[src/sv/rdsc_pkg.sv]
`default_nettype none
package rdsc_pkg;

   // Fixed field widths
   localparam int VALUE_W = 64;
   localparam int CHAR_W = 8;
   localparam int DIGIT_W = 4;
   localparam int BASE_W = 5;
   localparam int CSR_DATA_W = 64;
   localparam int CSR_ADDR_W = 5;

   // Divider works this many dividend bits per cycle
   localparam int STEP_BITS = 8;
   localparam int DIV_STEPS = VALUE_W / STEP_BITS;
   localparam int STEP_CNT_W = $clog2(DIV_STEPS);

   // Defaults for top level parameters
   localparam int DEF_MAX_DIGITS = 64;
   localparam int DEF_MAX_BASE = 16;

   // Register indexes
   localparam logic [1:0] REG_BASE_LENGTH = 2'd0;
   localparam logic [1:0] REG_CHARS_LOW = 2'd1;
   localparam logic [1:0] REG_CHARS_HIGH = 2'd2;

   // Register reset values
   localparam logic [BASE_W-1:0] RST_BASE_LENGTH = 5'd16;
   localparam logic [CSR_DATA_W-1:0] RST_CHARS_LOW = 64'h3736353433323130;
   localparam logic [CSR_DATA_W-1:0] RST_CHARS_HIGH = 64'h6665646362613938;

   // Divider status toward the sequencer
   typedef struct packed {
      logic busy;
      logic done;
   } div_status_type;

   // Map a digit to its character from the two table registers
   function automatic logic [CHAR_W-1:0] char_of_digit(
      input logic [DIGIT_W-1:0] digit,
      input logic [CSR_DATA_W-1:0] chars_low,
      input logic [CSR_DATA_W-1:0] chars_high
   );
      logic [CSR_DATA_W-1:0] row;
      row = digit[3] ? chars_high : chars_low;
      return row[digit[2:0]*CHAR_W +: CHAR_W];
   endfunction

endpackage
`default_nettype wire

[src/sv/rdsc_req_if.sv]
`default_nettype none
interface rdsc_req_if import rdsc_pkg::*; ();
   logic valid;
   logic ready;
   logic [VALUE_W-1:0] value;

   modport source (output valid, output value, input ready);
   modport sink (input valid, input value, output ready);
endinterface
`default_nettype wire

[src/sv/rdsc_rsp_if.sv]
`default_nettype none
interface rdsc_rsp_if import rdsc_pkg::*; ();
   logic valid;
   logic ready;
   logic [CHAR_W-1:0] digit_char;
   logic last;
   logic error;

   modport source (output valid, output digit_char, output last, output error, input ready);
   modport sink (input valid, input digit_char, input last, input error, output ready);
endinterface
`default_nettype wire

[src/sv/rdsc_div_unit.sv]
`default_nettype none
// Restoring divider of a 64-bit value by a small base, STEP_BITS quotient bits a cycle.
module rdsc_div_unit import rdsc_pkg::*; #(
   parameter int MAX_BASE = DEF_MAX_BASE,
   localparam int REM_W = $clog2(MAX_BASE) + 1
) (
   input wire logic clock,
   input wire logic reset,
   input wire logic start,
   input wire logic [VALUE_W-1:0] dividend,
   input wire logic [REM_W-1:0] base,
   output div_status_type status,
   output logic [VALUE_W-1:0] quotient,
   output logic [REM_W-1:0] remainder
);

   logic busy_ff, busy_in;
   logic done_ff, done_in;
   logic [STEP_CNT_W-1:0] cnt_ff, cnt_in;
   logic [VALUE_W-1:0] q_ff, q_in;
   logic [REM_W-1:0] rem_ff, rem_in;
   logic [VALUE_W-1:0] q_step;
   logic [REM_W-1:0] r_step;

   // One slice of long division: shift in a dividend bit, subtract base when it fits
   always_comb begin
      q_step = q_ff;
      r_step = rem_ff;
      for (int i = 0; i < STEP_BITS; i++) begin
         r_step = {r_step[REM_W-2:0], q_step[VALUE_W-1]};
         q_step = {q_step[VALUE_W-2:0], 1'b0};
         if (r_step >= base) begin
            r_step = r_step - base;
            q_step[0] = 1'b1;
         end
      end
   end

   // Sequence the slices
   always_comb begin
      busy_in = busy_ff;
      done_in = 1'b0;
      cnt_in = cnt_ff;
      q_in = q_ff;
      rem_in = rem_ff;
      if (start) begin
         busy_in = 1'b1;
         cnt_in = '0;
         q_in = dividend;
         rem_in = '0;
      end else if (busy_ff) begin
         q_in = q_step;
         rem_in = r_step;
         cnt_in = cnt_ff + 1'b1;
         if (cnt_ff == STEP_CNT_W'(DIV_STEPS - 1)) begin
            busy_in = 1'b0;
            done_in = 1'b1;
         end
      end
   end

   always_ff @(posedge clock) begin
      if (reset) begin
         busy_ff <= 1'b0;
         done_ff <= 1'b0;
         cnt_ff <= '0;
      end else begin
         busy_ff <= busy_in;
         done_ff <= done_in;
         cnt_ff <= cnt_in;
      end
      q_ff <= q_in;
      rem_ff <= rem_in;
   end

   assign status.busy = busy_ff;
   assign status.done = done_ff;
   assign quotient = q_ff;
   assign remainder = rem_ff;

   // Done only follows a busy cycle
   a_done_after_busy: assert property (@(posedge clock) disable iff (reset)
      done_ff |-> $past(busy_ff)) else $error("divider done without busy");
   // Remainder stays below the base once finished
   a_rem_below_base: assert property (@(posedge clock) disable iff (reset)
      done_ff && !$past(start) |-> rem_ff < base) else $error("remainder not below base");
   // Never busy and done together
   a_busy_done_excl: assert property (@(posedge clock) disable iff (reset)
      !(busy_ff && done_ff)) else $error("divider busy and done together");

endmodule
`default_nettype wire

[src/sv/radix_digit_string_converter.sv]
`default_nettype none
// Converts one unsigned 64-bit word into its digit characters in base 2..16 (bases above
// MAX_BASE saturate), most significant first, last set on the final character. A base
// below 2 gives one word with character 0, last and error set. Digits come from a shared
// divider that handles 8 dividend bits per cycle. Each digit is one divider run: its
// remainder is stored and the divider restarts on the quotient until that is zero or
// the store is full. The characters then leave one per cycle, while the output is not
// stalled, from the digit memory, which has a registered read (up to 16 digits in base
// 16, up to 64 in base 2). The input is ready only while the block is idle. Registers
// sit on the APB port at byte addresses 0 (base_length), 8 (digit_chars_low) and 16
// (digit_chars_high), 64-bit data.
module radix_digit_string_converter import rdsc_pkg::*; #(
   parameter int MAX_DIGITS = DEF_MAX_DIGITS,
   parameter int MAX_BASE = DEF_MAX_BASE
) (
   input wire logic clock,
   input wire logic reset,
   rdsc_req_if.sink req_chan,
   rdsc_rsp_if.source rsp_chan,
   input wire logic csr_psel,
   input wire logic csr_penable,
   input wire logic csr_pwrite,
   input wire logic [CSR_ADDR_W-1:0] csr_paddr,
   input wire logic [CSR_DATA_W-1:0] csr_pwdata,
   output logic [CSR_DATA_W-1:0] csr_prdata,
   output logic csr_pready
);

   localparam int REM_W = $clog2(MAX_BASE) + 1;
   localparam int AW = $clog2(MAX_DIGITS);
   localparam int CW = $clog2(MAX_DIGITS + 1);

   localparam logic [1:0] S_IDLE = 2'd0;
   localparam logic [1:0] S_DIV = 2'd1;
   localparam logic [1:0] S_EMIT = 2'd2;
   localparam logic [1:0] S_ERR = 2'd3;

   // Configuration registers
   logic [BASE_W-1:0] base_length_ff;
   logic [CSR_DATA_W-1:0] chars_low_ff, chars_high_ff;
   logic csr_write;
   logic [1:0] csr_index;

   assign csr_write = csr_psel && csr_penable && csr_pwrite;
   assign csr_index = csr_paddr[CSR_ADDR_W-1:3];
   assign csr_pready = 1'b1;

   always_ff @(posedge clock) begin
      if (reset) begin
         base_length_ff <= RST_BASE_LENGTH;
         chars_low_ff <= RST_CHARS_LOW;
         chars_high_ff <= RST_CHARS_HIGH;
      end else if (csr_write) begin
         case (csr_index)
            REG_BASE_LENGTH: base_length_ff <= csr_pwdata[BASE_W-1:0];
            REG_CHARS_LOW: chars_low_ff <= csr_pwdata;
            REG_CHARS_HIGH: chars_high_ff <= csr_pwdata;
            default: ;
         endcase
      end
   end

   always_comb begin
      case (csr_index)
         REG_BASE_LENGTH: csr_prdata = CSR_DATA_W'(base_length_ff);
         REG_CHARS_LOW: csr_prdata = chars_low_ff;
         REG_CHARS_HIGH: csr_prdata = chars_high_ff;
         default: csr_prdata = '0;
      endcase
   end

   // Saturate base to what the divider handles
   logic [REM_W-1:0] base_sat;
   logic base_bad;
   assign base_sat = (base_length_ff > BASE_W'(MAX_BASE)) ? REM_W'(MAX_BASE)
                                                          : REM_W'(base_length_ff);
   assign base_bad = base_length_ff < BASE_W'(2);

   // Sequencer registers
   logic [1:0] state_ff, state_in;
   logic [CW-1:0] count_ff, count_in;
   logic [AW-1:0] rd_addr_ff, rd_addr_in;
   logic [CW-1:0] rd_left_ff, rd_left_in;
   logic [CW-1:0] out_left_ff, out_left_in;
   logic rd_valid_ff, rd_valid_in;
   logic [DIGIT_W-1:0] rd_data_ff;
   logic out_valid_ff, out_valid_in;
   logic [CHAR_W-1:0] out_char_ff, out_char_in;
   logic out_last_ff, out_last_in;
   logic out_error_ff, out_error_in;

   // Divider hookup
   logic div_start;
   logic [VALUE_W-1:0] div_dividend;
   div_status_type div_status;
   logic [VALUE_W-1:0] div_quotient;
   logic [REM_W-1:0] div_remainder;

   rdsc_div_unit #(.MAX_BASE(MAX_BASE)) u_div (
      .clock(clock),
      .reset(reset),
      .start(div_start),
      .dividend(div_dividend),
      .base(base_sat),
      .status(div_status),
      .quotient(div_quotient),
      .remainder(div_remainder)
   );

   // Digit memory, least significant digit first
   logic [DIGIT_W-1:0] digit_store [MAX_DIGITS];
   logic mem_wr;
   logic mem_rd;

   always_ff @(posedge clock) begin
      if (mem_wr)
         digit_store[count_ff[AW-1:0]] <= DIGIT_W'(div_remainder);
      if (mem_rd)
         rd_data_ff <= digit_store[rd_addr_ff];
   end

   logic accept;
   logic out_free;
   logic load_emit, load_err;
   logic [CW-1:0] count_next;
   logic div_finish;

   assign req_chan.ready = (state_ff == S_IDLE);
   assign accept = req_chan.valid && req_chan.ready;
   assign out_free = !out_valid_ff || rsp_chan.ready;
   assign load_emit = (state_ff == S_EMIT) && rd_valid_ff && out_free;
   assign load_err = (state_ff == S_ERR) && out_free;
   assign count_next = count_ff + 1'b1;
   assign mem_wr = (state_ff == S_DIV) && div_status.done;
   assign div_finish = (div_quotient == '0) || (count_next == CW'(MAX_DIGITS));
   assign mem_rd = (state_ff == S_EMIT) && (rd_left_ff != '0) && (!rd_valid_ff || load_emit);
   assign div_start = (accept && !base_bad) || (mem_wr && !div_finish);
   assign div_dividend = (state_ff == S_IDLE) ? req_chan.value : div_quotient;

   // Next state and datapath control
   always_comb begin
      state_in = state_ff;
      count_in = count_ff;
      rd_addr_in = rd_addr_ff;
      rd_left_in = rd_left_ff;
      out_left_in = out_left_ff;
      out_char_in = out_char_ff;
      out_last_in = out_last_ff;
      out_error_in = out_error_ff;

      case (state_ff)
         S_IDLE: begin
            if (accept) begin
               count_in = '0;
               state_in = base_bad ? S_ERR : S_DIV;
            end
         end
         S_DIV: begin
            // keep each remainder, stop on zero quotient or full store
            if (mem_wr) begin
               count_in = count_next;
               if (div_finish) begin
                  state_in = S_EMIT;
                  rd_addr_in = count_ff[AW-1:0];
                  rd_left_in = count_next;
                  out_left_in = count_next;
               end
            end
         end
         S_EMIT: begin
            if (mem_rd) begin
               rd_addr_in = rd_addr_ff - 1'b1;
               rd_left_in = rd_left_ff - 1'b1;
            end
            if (load_emit) begin
               out_char_in = char_of_digit(rd_data_ff, chars_low_ff, chars_high_ff);
               out_last_in = (out_left_ff == CW'(1));
               out_error_in = 1'b0;
               out_left_in = out_left_ff - 1'b1;
               if (out_left_ff == CW'(1))
                  state_in = S_IDLE;
            end
         end
         S_ERR: begin
            if (load_err) begin
               out_char_in = '0;
               out_last_in = 1'b1;
               out_error_in = 1'b1;
               state_in = S_IDLE;
            end
         end
         default: state_in = S_IDLE;
      endcase
   end

   // Output word holds until taken
   always_comb begin
      if (load_emit || load_err)
         out_valid_in = 1'b1;
      else if (rsp_chan.ready)
         out_valid_in = 1'b0;
      else
         out_valid_in = out_valid_ff;
   end

   assign rd_valid_in = mem_rd || (rd_valid_ff && !load_emit);

   always_ff @(posedge clock) begin
      if (reset) begin
         state_ff <= S_IDLE;
         count_ff <= '0;
         rd_left_ff <= '0;
         out_left_ff <= '0;
         rd_valid_ff <= 1'b0;
         out_valid_ff <= 1'b0;
      end else begin
         state_ff <= state_in;
         count_ff <= count_in;
         rd_left_ff <= rd_left_in;
         out_left_ff <= out_left_in;
         rd_valid_ff <= rd_valid_in;
         out_valid_ff <= out_valid_in;
      end
      rd_addr_ff <= rd_addr_in;
      out_char_ff <= out_char_in;
      out_last_ff <= out_last_in;
      out_error_ff <= out_error_in;
   end

   assign rsp_chan.valid = out_valid_ff;
   assign rsp_chan.digit_char = out_char_ff;
   assign rsp_chan.last = out_last_ff;
   assign rsp_chan.error = out_error_ff;

   // Error word is a lone zero character with last set
   a_error_word: assert property (@(posedge clock) disable iff (reset)
      rsp_chan.valid && rsp_chan.error |-> rsp_chan.last && rsp_chan.digit_char == '0)
      else $error("malformed error word");
   // Digit count never passes the store depth
   a_count_bound: assert property (@(posedge clock) disable iff (reset)
      count_ff <= CW'(MAX_DIGITS)) else $error("digit count overflow");
   // No pending memory read outside the emit phase
   a_rd_idle: assert property (@(posedge clock) disable iff (reset)
      state_ff != S_EMIT |-> !rd_valid_ff) else $error("stray digit read");
   // A bad base sends the item straight to the error word
   a_bad_base: assert property (@(posedge clock) disable iff (reset)
      accept && base_bad |=> state_ff == S_ERR) else $error("bad base not flagged");
   // Divider runs only while converting
   a_div_phase: assert property (@(posedge clock) disable iff (reset)
      div_status.busy |-> state_ff == S_DIV) else $error("divider busy outside divide phase");

endmodule
`default_nettype wire
[src/flat_wrapper.sv]
// flat-port wrapper written by rule: the top's interface ports become plain ports
module radix_digit_string_converter_flat import rdsc_pkg::*;
#(
   parameter int MAX_DIGITS = DEF_MAX_DIGITS,
   parameter int MAX_BASE = DEF_MAX_BASE
)
  (clock, reset, csr_psel, csr_penable, csr_pwrite, csr_paddr, csr_pwdata, csr_prdata, csr_pready, req_chan_valid, req_chan_value, req_chan_ready, rsp_chan_valid, rsp_chan_digit_char, rsp_chan_last, rsp_chan_error, rsp_chan_ready);
  rdsc_req_if req_chan_i ();
  rdsc_rsp_if rsp_chan_i ();
  input wire logic clock;
  input wire logic reset;
  input wire logic csr_psel;
  input wire logic csr_penable;
  input wire logic csr_pwrite;
  input wire logic [CSR_ADDR_W-1:0] csr_paddr;
  input wire logic [CSR_DATA_W-1:0] csr_pwdata;
  output logic [CSR_DATA_W-1:0] csr_prdata;
  output logic csr_pready;
  input wire logic [$bits(req_chan_i.valid)-1:0] req_chan_valid;
  input wire logic [$bits(req_chan_i.value)-1:0] req_chan_value;
  output wire logic [$bits(req_chan_i.ready)-1:0] req_chan_ready;
  output wire logic [$bits(rsp_chan_i.valid)-1:0] rsp_chan_valid;
  output wire logic [$bits(rsp_chan_i.digit_char)-1:0] rsp_chan_digit_char;
  output wire logic [$bits(rsp_chan_i.last)-1:0] rsp_chan_last;
  output wire logic [$bits(rsp_chan_i.error)-1:0] rsp_chan_error;
  input wire logic [$bits(rsp_chan_i.ready)-1:0] rsp_chan_ready;
  assign req_chan_i.valid = req_chan_valid;
  assign req_chan_i.value = req_chan_value;
  assign req_chan_ready = req_chan_i.ready;
  assign rsp_chan_valid = rsp_chan_i.valid;
  assign rsp_chan_digit_char = rsp_chan_i.digit_char;
  assign rsp_chan_last = rsp_chan_i.last;
  assign rsp_chan_error = rsp_chan_i.error;
  assign rsp_chan_i.ready = rsp_chan_ready;
  radix_digit_string_converter #(.MAX_DIGITS(MAX_DIGITS), .MAX_BASE(MAX_BASE)) u_core (.clock(clock), .reset(reset), .req_chan(req_chan_i), .rsp_chan(rsp_chan_i), .csr_psel(csr_psel), .csr_penable(csr_penable), .csr_pwrite(csr_pwrite), .csr_paddr(csr_paddr), .csr_pwdata(csr_pwdata), .csr_prdata(csr_prdata), .csr_pready(csr_pready));
endmodule
[config.mk]
export PLATFORM = sky130hd
export DESIGN_NAME = radix_digit_string_converter_flat
export DESIGN_NICKNAME = d
export VERILOG_FILES = /design/src/sv/rdsc_pkg.sv /design/src/sv/rdsc_req_if.sv /design/src/sv/rdsc_rsp_if.sv /design/src/sv/rdsc_div_unit.sv /design/src/sv/radix_digit_string_converter.sv /design/src/flat_wrapper.sv
export SDC_FILE = /design/constraint.sdc
export NUM_CORES = 1
export LEC_CHECK = 0
export BUFFER_PORTS_ARGS = -buffer_cell sky130_fd_sc_hd__buf_2
export CORE_MARGIN = 5
export CORE_UTILIZATION = 64
export DETAILED_ROUTE_END_ITERATION = 12
export PLACE_DENSITY = 0.95
export SLEW_MARGIN = 5
export SYNTH_ARGS = -nofsm -noshare
export SYNTH_HDL_FRONTEND = slang
export SYNTH_SLANG_ARGS = --single-unit
[constraint.sdc]
create_clock -name clock -period 31.9 [get_ports clock]
set_input_delay 3.19 -clock clock [delete_from_list [all_inputs] [get_ports clock]]
set_output_delay 3.19 -clock clock [all_outputs]
set_load 0.01 [all_outputs]
==> impl_metrics.yaml <==
route:
  routedWlPerCell_um: 24.73
  detail-route-antenna-nets: 0
  drc: 0
  vias: 17640
  drtPass1Iterations: 10
  routed_wl_mm: 63.74
  drt-initial-drc-count: 2514
  viasPerCell: 6.844
cells_and_area:
  num-nets-final: 2263
  nFillCells: 2051
  drive_gt1_share_pct: 23.41
  area_growth_pct: 12.24
  seqCellArea_um2: 13560
  multi_input_area_um2: 9522
critical_path:
  critPathCapture: "u_core.u_div.remainder[0]"
  path_class: "flip-flop to flip-flop"
  reg2reg_to: "u_core.u_div.remainder[0]"
  r2r_start: "u_core.base_length_ff[4]"
  cp-end-kind: "flip-flop"
  cp_slowest_cell: "o31ai_1"
  rr_worst_depth: 49
  cp_max_fo: 12
  cp-start-kind: "flip-flop"
  max_stage_delay_ps: 910
  rrSetupSlack_ps: 17920
  cp_data_required_time_ps: 32360
  crit_arrival_ps: 14440
  crit_start: "u_core.base_length_ff[4]"
  cpMostUsedCell: "o21ai_0"
synth:
  synth_xor_area_share_pct: 0.9605
  ys_ff_latch: 507
  synth_nets: 2096
  synthTopCellsByArea: "edfxtp_1 43%, dfxtp_1 14%, mux4_2 11%, nand2_1 5.0%, a21oi_1 2.7%"
  netlist.area_leader.share_pct: 43.06
  synth_cell_types: 66
  synth.most_common_cell: "edfxtp_1"
  synth_compound_area_share_pct: 8.586
  synth_area_per_cell_um2: 12.48
  async_flop_share_pct: 0
  ys_seq_area_share_pct: 57.16
  synthSimpleGateAreaFrac_pct: 12.48
  synth_ff_type: "edfxtp_1"
  muxShareOfSynthArea_pct: 14.76
  synth_top_family_by_area: "multiplexers"
  syn_inst: 1900
  synth_top_area_cell: "edfxtp_1"
  synthesis.area_um2: 23710
  yosys_warnings: 0
  synth_edf_count: 340
  synthTopCellsByCount: "340 x edfxtp_1, 315 x nand2_1, 167 x dfxtp_1, 129 x a21oi_1, 125 x nor2_1"
  synthAdderAreaFrac_pct: 3.209
sta:
  tightest_slew_ps: 1177
  fin_ws_ps: 17920
  period_share_pct: 43.83
  worst_clock_skew_ps: 30.31
  rsz0062_at_grt: "no"
  setup_viol: 0
  fin_setup_tns_ps: 0
  slew_viol_final: 0
  hold_violations: 0
  max_clock_freq_mhz: 71.52
  whs_ps: 473.8
  slew_headroom_pct: 21.57
  period_minus_slack_ps: 13980
pwr:
  pwr_density_cell_nw_per_um2: 118.9
  p_leak_nw: 9.741
  ir_drop_v: 0.0002864
  p_total_mw: 3.165
grt:
  grt_pass1_vias: 17490
  grt_pass1_wl_mm: 98.12
  grt_antenna_before_repair: 2
  grt_max_degree: 122
  gr-usage-all-layers_pct: 30.13
  overflow: 0
cts:
  postCtsSetupRepairBufs: 0
  htreeDepth: 2
  clkTransAtPathRegs_ps: 70
  cts_tree: "done"
  cts-resized-gates: 0
  clk_latency_ps: 600
  clockRootBuffer: "clkbuf_16"
  clockBufferDepth: 3
  clock-sinks: 507
  numCtsBuffers: 49
  cts_hold_buf: 0
floorplan:
  die_h_um: 202.5
  rows: 70
  design.core.area_um2: 36610
  start_util_pct: 64.76
  die_x_um: 202.5
  design.portCount: 217
  die_area_um2: 40990
flow_run:
  cap_viol_max_count: 0
place:
  dpl_worst_slack_ps: 18460
  globalplace.congestion: 0.8939
  hpwl_mm: 40.32
  numPortBuffers: 212
min_path:
  hold_class: "flip-flop to flip-flop"
run_status:
  status: "finished, final reports clean"
==> critical path: cells and delay by family, from the launching register on <==
| kind | cells | cell delay (ps) |
|---|---|---|
| multiplexers | 1 | 340 |
| buffers and inverters | 6 | 940 |
| adder cells (fa/ha/maj) | 8 | 2910 |
| AND/OR/NAND/NOR | 10 | 2050 |
| AO/OA/AOI/OAI | 24 | 7210 |
| flip-flops | 1 | 380 |
==> where the power goes <==
group	switching [mW]	total [mW]	internal (mW)	leakage [nW]
Clock	0.250	0.568	0.318	0.756
Sequential	0.0180	0.801	0.783	4.50
Combinational	1.08	1.80	0.714	4.49
Total	1.35	3.16	1.81	9.74
==> cell families after synthesis <==
| logic type | Yosys count |
|---|---|
| compound gates | 312 |
| xor+xnor | 26 |
| fa+ha+maj | 56 |
| buf+inv | 161 |
| flops | 507 |
| mux | 197 |
| other cells | 1 |
| simple gates | 640 |
==> flip-flops by register name, indices dropped and copies added, names as in the netlist, 2 cells and up <==
signal and count:
u_core.base_length_ff 5, u_core.chars_high_ff 64, u_core.chars_low_ff 64, u_core.count_ff 7, u_core.digit_store 256, u_core.out_left_ff 7
u_core.rd_addr_ff 6, u_core.rd_data_ff 4, u_core.rd_left_ff 7, u_core.rsp_chan.digit_char 8, u_core.state_ff 2, u_core.u_div.cnt_ff 3
u_core.u_div.quotient 64, u_core.u_div.remainder 4
==> layer usage <==
metal  wire length (µm)  GRT usage [%]  vias to the layer above
met3               6675          6.021                      281
met4               3315          13.55                        0
li1                   -              -                     7453
met5                  0              0                        -
met2              31550          51.09                     1398
met1              22190          37.92                     8505
==> through the flow <==
| step | instances | area, µm² | util [%] |
|---|---|---|---|
| 2_1_floorplan | 1900 | 23710 | - |
| 3_3_place_gp | 2484 | 25060 | 68.46 |
| 3_5_place_dp | 2484 | 25060 | 68.46 |
| 4_1_cts | 2574 | 26600 | 72.67 |
| 5_1_grt | 2576 | 26610 | 72.68 |
| 6_report | 2577 | 26610 | 72.69 |
==> cells in the final DEF, fill, tap and decap left out, types with 20 or more instances in the layout <==
cell	instances
edfxtp_1	340
nand2_1	315
buf_2	211
dfxtp_1	163
a21oi_1	128
nor2_1	125
mux4_2	116
nand3b_1	64
a22o_1	60
mux2_2	52
clkbuf_16	49
ha_1	48
inv_1	40
o21ai_0	35
nor2b_1	27
buf_4	25
nor4_1	22
mux2i_1	20
==> worst min-delay path by stage <==
stage	start	cells past startpoint	endpoint
after global placement	u_core.chars_high_ff[31]	2	u_core.chars_high_ff[31]
final	u_core.chars_high_ff[20]	2	u_core.chars_high_ff[20]
after CTS	u_core.chars_high_ff[20]	2	u_core.chars_high_ff[20]
after floorplan	u_core.chars_high_ff[17]	2	u_core.chars_high_ff[17]
after detailed placement	u_core.chars_high_ff[20]	2	u_core.chars_high_ff[20]
after global routing	u_core.chars_high_ff[23]	2	u_core.chars_high_ff[23]
==> area by class of cell <==
type | instances | share of cell area (%)
Clock buffer | 65 | 4.984
Timing Repair Buffer | 236 | 4.673
Inverter | 41 | 0.5783
Sequential cell | 507 | 50.95
Tap cell | 468 | 2.200
Clock inverter | 25 | 0.8087
Antenna cell | 3 | 0.02821
Multi-Input combinational cell | 1232 | 35.78
Power figures use the tool's default switching activity.
